`config.mk`:
```
export PLATFORM = sky130hd
export DESIGN_NAME = pcm_out_fifo
export DESIGN_NICKNAME = d
export VERILOG_FILES = /design/src/design/pcm_pkg.sv /design/src/design/pcm_out_fifo.sv
export SDC_FILE = /design/constraint.sdc
export NUM_CORES = 1
export LEC_CHECK = 0
export BUFFER_PORTS_ARGS = -buffer_cell sky130_fd_sc_hd__buf_2
export CORE_MARGIN = 2
export CORE_UTILIZATION = 52
export DETAILED_ROUTE_END_ITERATION = 8
export GPL_TIMING_DRIVEN = 0
export PLACE_DENSITY = 0.79
export SLEW_MARGIN = 20
export SYNTH_ARGS = -nofsm -noshare
export SYNTH_HDL_FRONTEND = slang
export SYNTH_SLANG_ARGS = --single-unit
export TNS_END_PERCENT = 30
```
`constraint.sdc`:
```
create_clock -name clk_i -period 3.05 [get_ports clk_i]
set_input_delay 0.305 -clock clk_i [delete_from_list [all_inputs] [get_ports clk_i]]
set_output_delay 0.305 -clock clk_i [all_outputs]
set_load 0.02 [all_outputs]
```
`src/design/pcm_pkg.sv`:
```
// shared constants, payload types and codes for the path corridor merge block
package pcm_pkg;

  localparam int PathDepth = 256;
  localparam int AddrW     = $clog2(PathDepth);
  localparam int CntW      = AddrW + 1;
  localparam int VisDepth  = 16;
  localparam int VisIdxW   = $clog2(VisDepth);
  localparam int VisCntW   = VisIdxW + 1;
  localparam int RefW      = 32;

  localparam logic [CntW-1:0] MaxPathReset = CntW'(PathDepth);

  typedef enum logic [1:0] {
    CMD_CLEAR  = 2'd0,
    CMD_APPEND = 2'd1,
    CMD_PUSH   = 2'd2,
    CMD_READ   = 2'd3
  } pcm_cmd_e;

  typedef enum logic [2:0] {
    STAT_OK         = 3'd0,
    STAT_PATH_FULL  = 3'd1,
    STAT_VIS_FULL   = 3'd2,
    STAT_READ_RANGE = 3'd3,
    STAT_NO_COMMON  = 3'd4
  } pcm_status_e;

  typedef enum logic [2:0] {
    S_IDLE,
    S_READ,
    S_SCAN,
    S_SETUP,
    S_MOVE,
    S_FILL,
    S_FINISH
  } pcm_state_e;

  typedef struct packed {
    pcm_cmd_e    cmd;
    logic [31:0] poly_ref;
    logic        last;
    logic [7:0]  index;
  } pcm_in_t;

  typedef struct packed {
    logic [8:0]  path_length;
    logic [31:0] read_ref;
    pcm_status_e status;
  } pcm_out_t;

  typedef struct packed {
    logic             we;
    logic [AddrW-1:0] waddr;
    logic [RefW-1:0]  wdata;
    logic             re;
    logic [AddrW-1:0] raddr;
  } pcm_ram_req_t;

endpackage

```
`src/design/pcm_out_fifo.sv`:
```
// two-entry result buffer between the controller and the output channel
module pcm_out_fifo (
  input  logic              clk_i,
  input  logic              rst_ni,
  input  logic              push_i,
  input  pcm_pkg::pcm_out_t push_data_i,
  output logic              full_o,
  output logic              out_valid_o,
  input  logic              out_stall_i,
  output pcm_pkg::pcm_out_t out_data_o
);

  pcm_pkg::pcm_out_t slot_q [2];
  logic              wr_ptr_q, rd_ptr_q;
  logic [1:0]        cnt_q, cnt_d;
  logic              pop;

  assign pop         = (cnt_q != 2'd0) && !out_stall_i;
  assign out_valid_o = (cnt_q != 2'd0);
  assign out_data_o  = slot_q[rd_ptr_q];
  assign full_o      = (cnt_q == 2'd2);

  always_comb begin
    cnt_d = cnt_q;
    unique case ({push_i, pop})
      2'b10:   cnt_d = cnt_q + 2'd1;
      2'b01:   cnt_d = cnt_q - 2'd1;
      default: cnt_d = cnt_q;
    endcase
  end

  always_ff @(posedge clk_i or negedge rst_ni) begin
    if (!rst_ni) begin
      wr_ptr_q <= 1'b0;
      rd_ptr_q <= 1'b0;
      cnt_q    <= 2'd0;
    end else begin
      cnt_q <= cnt_d;
      if (push_i) begin
        wr_ptr_q <= ~wr_ptr_q;
      end
      if (pop) begin
        rd_ptr_q <= ~rd_ptr_q;
      end
    end
  end

  always_ff @(posedge clk_i) begin
    if (push_i) begin
      slot_q[wr_ptr_q] <= push_data_i;
    end
  end

endmodule

```
==> metrics, run 1 <==
status finished, final reports clean; power share of the combinational group 37.5%; Reg power frac 40.6%; RSZ-0062 raised after global routing no; CTS tree built; # rows 30; Power Density 973 mW/mm^2; Routed Antenna Nets 0; commonest non-fill, non-tap cell in the layout buf_2; crit path DAT 1.49 ns; met2 Usage GRT 23.7%; Detailed Place HPWL approximately 3700 um; Routed wire per std cell approximately 16 um; layout cells sized above 1 61.3%; Reg-to-Reg Start wr_ptr_q; ANT cells 0; Slew Viols, Final 0; 1st-iter DRT viols 85; global route overflow 0; Post-Synthesis Cells 154; Highest Clock Rate 0.556 GHz; Sw Share about 31%; Crit. Startpoint rd_ptr_q; Max VDD drop 623 uV; Worst R2R Path Depth 2; TritonRoute pass-1 iters 4; max-cap viol count 0; initial antenna violation count 0; clock share of power 21.8%; CTS H-tree lvls 3; Crit Path Class reg2out; gr busiest metal met2; Mean Syn Cell Area 23.2 sq um; Placer Congestion 0.655; Post-Route Skew 0.0119 ns; Die X just under 90 um; setup TNS 0 ns; vias in the first global route 1766; Worst EP required 2.74 ns; worst-skew pair later-pin latency 0.35 ns; clk slew on worst S/H paths 0.09 ns; CTS root buf clkbuf_8; Vias/cell 4.92; R2R setup slack 1.48 ns; Hold Path Class in2reg; pre-CTS WS 1.40 ns; Final WS setup 1.25 ns; total CTS buffers 9; I/O pins 94; number of synthesized register bits 92; clock sink count 92; HP Start push_data_i[19]; CP startpoint kind flop; GRT met1 Usage between 15 and 20%; layout filler cell count 454; largest net degree at the start of global routing 25; Sw Pwr roughly 1.3 mW; DRC viols 0; Tot GR Track Use between 10% and 20%; I/O Buffers 93; max_slew headroom 55.2%; synth unique cells 15; first-pass GRT wire length 8290 um; Die ar. approximately 0.0076 sq mm; Final Hold Fails 0; Worst Max-Slew Pin Slew 0.670 ns; worst r2r dst slot_q[0][42]; Ys Warns 0; setup violators final 0; most frequent cells in the layout buf_2 (93), edfxtp_1 (88), mux2_4 (39); syn_nets 203; leakage approximately 1.8 nW; CP Capture Point out_data_o[31]; Vias 1703; Initial Utilization 53.3%; Crit. End Element primary output; mapped cell area 0.00358 sq mm; fin nets 310; fin crit period 1.80 ns; Final period util 59.0%; register area share after synthesis about three quarters; DRT Wirelength 5430 um; GRT met3 Usage 7.58%; Cell Int Power about 3 mW; Longest Clk Path Bufs 2; Die Span Y 87.0 um; crit path max fanout 10; area grow syn2layout 24.1%; CORE AREA between 0.006 and 0.007 sq mm
## sequential cells by signal, indices dropped and copies added, names as in the netlist
| name | count |
|---|---|
| wr_ptr_q | 1 |
| cnt_q | 2 |
| slot_q | 88 |
| rd_ptr_q | 1 |
## cell usage after synthesis (all sizes together)
cell type / number / area, sq um
edfxtp: 88 / 2640
mux2: 44 / 642
buf: 5 / 91.3
dfrtp: 4 / 100
xor2: 3 / 26.3
nor2: 2 / 7.51
nor2b: 2 / 20.0
xnor2: 2 / 17.5
and2: 1 / 6.26
ha: 1 / 12.5
inv: 1 / 3.75
or2: 1 / 8.76
## layout make-up
cell class / instances / area, sq um / share of cell area [%]
Sequential cell: 92 / 2740 / 61.7
Multi-Input combinational cell: 56 / 749 / 16.9
Timing Repair Buffer: 96 / 515 / 11.6
Clock buffer: 9 / 124 / 2.79
Clock inverter: 7 / 115 / 2.59
Tap cell: 80 / 100 / 2.25
Buffer: 5 / 91.3 / 2.06
Inverter: 1 / 3.75 / 0.0845
## per-stage QoR
stage	cells	power, mW	hold WS, ns	util, %	cell area, sq um
6_report	346	4.32	0.138	66.1	4440
5_1_grt	346	4.53	0.111	66.1	4440
4_1_cts	346	4.38	0.120	66.1	4440
3_5_place_dp	329	3.44	0.118	62.4	4190
3_3_place_gp	327	3.39	0.114	61.7	4140
2_1_floorplan	154	3.00	0.00941	-	3580
## power groups by stage
stage                     Clock (mW)  Combinational, mW  Sequential [mW]
final                          0.944               1.62             1.76
after global placement             0               1.60             1.79
after floorplan                    0               1.22             1.77
after global routing            1.02               1.73             1.78
after CTS                      0.969               1.65             1.76
after detailed placement           0               1.65             1.79
## how the worst min path moves through the flow
stage | slack (ns) | depth (start not counted) | end
after global placement | 0.11 | 1 | cnt_q[1]
after global routing | 0.11 | 1 | slot_q[0][43]
after floorplan | 0.009 | 0 | cnt_q[0]
after detailed placement | 0.12 | 1 | cnt_q[1]
final | 0.14 | 1 | slot_q[0][19]
after CTS | 0.12 | 1 | slot_q[0][43]
## critical path, stage by stage (launching register included)
cell,delay [ns]
dfrtp_1,0.38
buf_6,0.16
buf_12,0.16
mux2_4,0.30
buf_2,0.16
## cell families (layout without fill, tap and decap cells)
logic type	Yosys count	in the layout	share of synthesized area, %
and+or+nand+nor	6	6	1.19
xor gates and xnor gates	5	5	1.22
muxes	44	44	17.9
buffers and inverters	6	118	2.66
DFF	92	92	76.6
adders and majority gates	1	1	0.350
## metal layers
layer	up-vias	wire, um
li1	813	-
met1	813	2310
met2	72	2610
met3	5	466
met4	0	43
met5	-	0
## repair_timing
action | 4_1_cts | 5_1_grt
setup buffers | 0 | 0
hold endpoints to repair | 4 | 0
hold buffers | 1 | 0
gates resized for setup | 0 | 0
endpoints found under the setup margin | 0 | 0
No activity file was read; power rests on OpenSTA's default activity.
==> run 2: changes to the inputs <==
--- a/config.mk
+++ b/config.mk
@@ -7,10 +7,10 @@
 export LEC_CHECK = 0
 export BUFFER_PORTS_ARGS = -buffer_cell sky130_fd_sc_hd__buf_2
 export CORE_MARGIN = 2
-export CORE_UTILIZATION = 52
+export CORE_UTILIZATION = 47
 export DETAILED_ROUTE_END_ITERATION = 8
 export GPL_TIMING_DRIVEN = 0
-export PLACE_DENSITY = 0.79
+export PLACE_DENSITY = 0.75
 export SLEW_MARGIN = 20
 export SYNTH_ARGS = -nofsm -noshare
 export SYNTH_HDL_FRONTEND = slang
==> constraint.sdc (replaced) <==
create_clock -name clk_i -period 1.5 [get_ports clk_i]
set_input_delay 0.15 -clock clk_i [delete_from_list [all_inputs] [get_ports clk_i]]
set_output_delay 0.15 -clock clk_i [all_outputs]
set_load 0.02 [all_outputs]
==> run 2 against run 1 <==
Effect of this change:
- the flow now finishes with violations (setup timing)
- critical path depth is the same
- worst setup slack got worse by 1.4 ns
- die area rose by 10%
- clock skew shrank 0.0050 ns
- sequential share of layout area fell by 7.8 points
- final cell count up 19%
- hold slack lost 0.044 ns
- combinational power up 140%
==> metrics, run 2 (same netlist as run 1, synthesis figures left out) <==
largest net degree at the start of global routing 28; Worst EP required 1.35 ns; Crit. Startpoint rd_ptr_q; worst-skew pair later-pin latency between 0.3 and 0.4 ns; Layout Cells excl Fill slightly above 400; Post-Route Skew 0.00687 ns; Detailed Place HPWL about 3600 um; placed cells 348; Final WS setup -0.155 ns; max FFs per register between 80 and 90; hold depth 3; CORE AREA 0.00733 sq mm; CTS tree built; Crit. End Element primary output; Die X approximately 90 um; R2R setup slack -0.04 ns; 1st-iter DRT viols 95; crit path max fanout 10; # rows 31; Power Density 1810 mW/mm^2; leakage about 2 nW; Tot GR Track Use 15.3%; commonest non-fill, non-tap cell in the layout edfxtp_1; ANT cells 0; Routed wire per std cell 15.0 um; RSZ-0062 raised after global routing yes; Largest Register slot_q; Initial Utilization 48.8%; Highest Clock Rate 0.604 GHz; Die ar. 0.00833 sq mm; Final Util 69.4%; I/O pins 94; Placer Congestion slightly below 0.7; biggest registers after layout slot_q x88, cnt_q x2; Vias 1888; Longest Clk Path Bufs 2; DRC viols 0; vias in the first global route between 2000 and 2500; critical path's largest stage delay approximately 0.4 ns; initial antenna violation count 0; Max VDD drop 1120 uV; I/O Buffers 93; failing checks setup timing; crit-path cells buf_8, buf_12, mux2_4, buf_2; Crit-path slowest cell dfrtp_1; layout cells sized above 1 53.4%; most frequent cells in the layout edfxtp_1 (88), buf_2 (66), dlygate4sd3_1 (46); clk slew on worst S/H paths 0.08 ns; Reg-to-Reg Start wr_ptr_q; CP startpoint kind flop; fin nets around 360; setup violators final slightly below 70; max-cap viol count 0; Vias/cell approximately 4.6; HP Start out_stall_i; area grow syn2layout 42.1%; max_slew headroom 55.2%; TritonRoute pass-1 iters 4; Worst R2R Path Depth 2; global route overflow 0; Routed Antenna Nets 0; clock sink count slightly above 90; Die Span Y 91.3 um; Crit Path Class reg2out; Hold Path Class in2reg; Final period util 110%; fin crit period 1.66 ns; CTS root buf clkbuf_8; CTS H-tree lvls 3; Slew Viols, Final 0; Worst Max-Slew Pin Slew 0.670 ns; first-pass GRT wire length 9610 um; DRT Wirelength approximately 6200 um; Final Hold Fails 0; crit path DAT roughly 1.5 ns; status finished with violations; total CTS buffers 9
-- run 2: worst paths after layout --
check                            endpoint
setup reg to reg            slot_q[0][38]
hold / removal                   rd_ptr_q
setup / recovery           out_data_o[38]
max in group asynchronous        wr_ptr_q
min in group asynchronous        cnt_q[1]
hold reg to reg                  cnt_q[1]
-- run 2: per-layer routing --
layer	global-route usage, %	up-vias	part of all wire (%)
li1	-	903	-
met1	18.8	906	43
met2	25.1	70	50
met3	4.32	9	5.7
met4	6.82	0	1.6
met5	0	-	0
-- run 2: what timing repair did --
action                                  in CTS  in global routing
hold buffers                                46                  0
pin swaps                                    1                  0
buffers inserted                             1                  1
resized for setup                           14                 43
endpoints found under the setup margin      95                 69
endpoints found under the hold margin       93                  0
-- run 2: final cells by class --
type	instances	area [sq um]
Clock inverter	7	81.3
Sequential cell	92	2740
Fill cell	469	2250
Tap cell	99	124
Clock buffer	9	124
Buffer	5	95.1
Multi-Input combinational cell	56	751
Inverter	1	3.75
Timing Repair Buffer	143	1160
-- run 2: where the power goes --
group / switching (mW) / internal (mW) / leakage (nW)
clock network: 0.880 / 0.796 / 0.101
logic: 1.85 / 2.11 / 1.09
registers: 0.164 / 3.42 / 0.872
total: 2.89 / 6.32 / 2.06
-- run 2: stage by stage --
step                      setup TNS, ns  hold WS [ns]  setup slack (ns)  cell area [sq um]  total power, mW
after global placement           -60.57       -0.0405            -0.997               4180             6.89
final                             -6.63        0.0939            -0.155               5080             9.21
after floorplan                  -17.33        -0.146            -0.394               3590             6.10
after CTS                         -9.51        0.0801            -0.181               4940             8.94
after global routing             -11.87        0.0852            -0.210               5080             9.64
after detailed placement          -2.94       -0.0380            -0.112               4220             6.99
-- run 2: critical path: cells and delay by family (launching register included) --
family,cells,cell delay (ns)
flip-flops,1,0.39
buffers and inverters,3,0.46
multiplexers,1,0.30
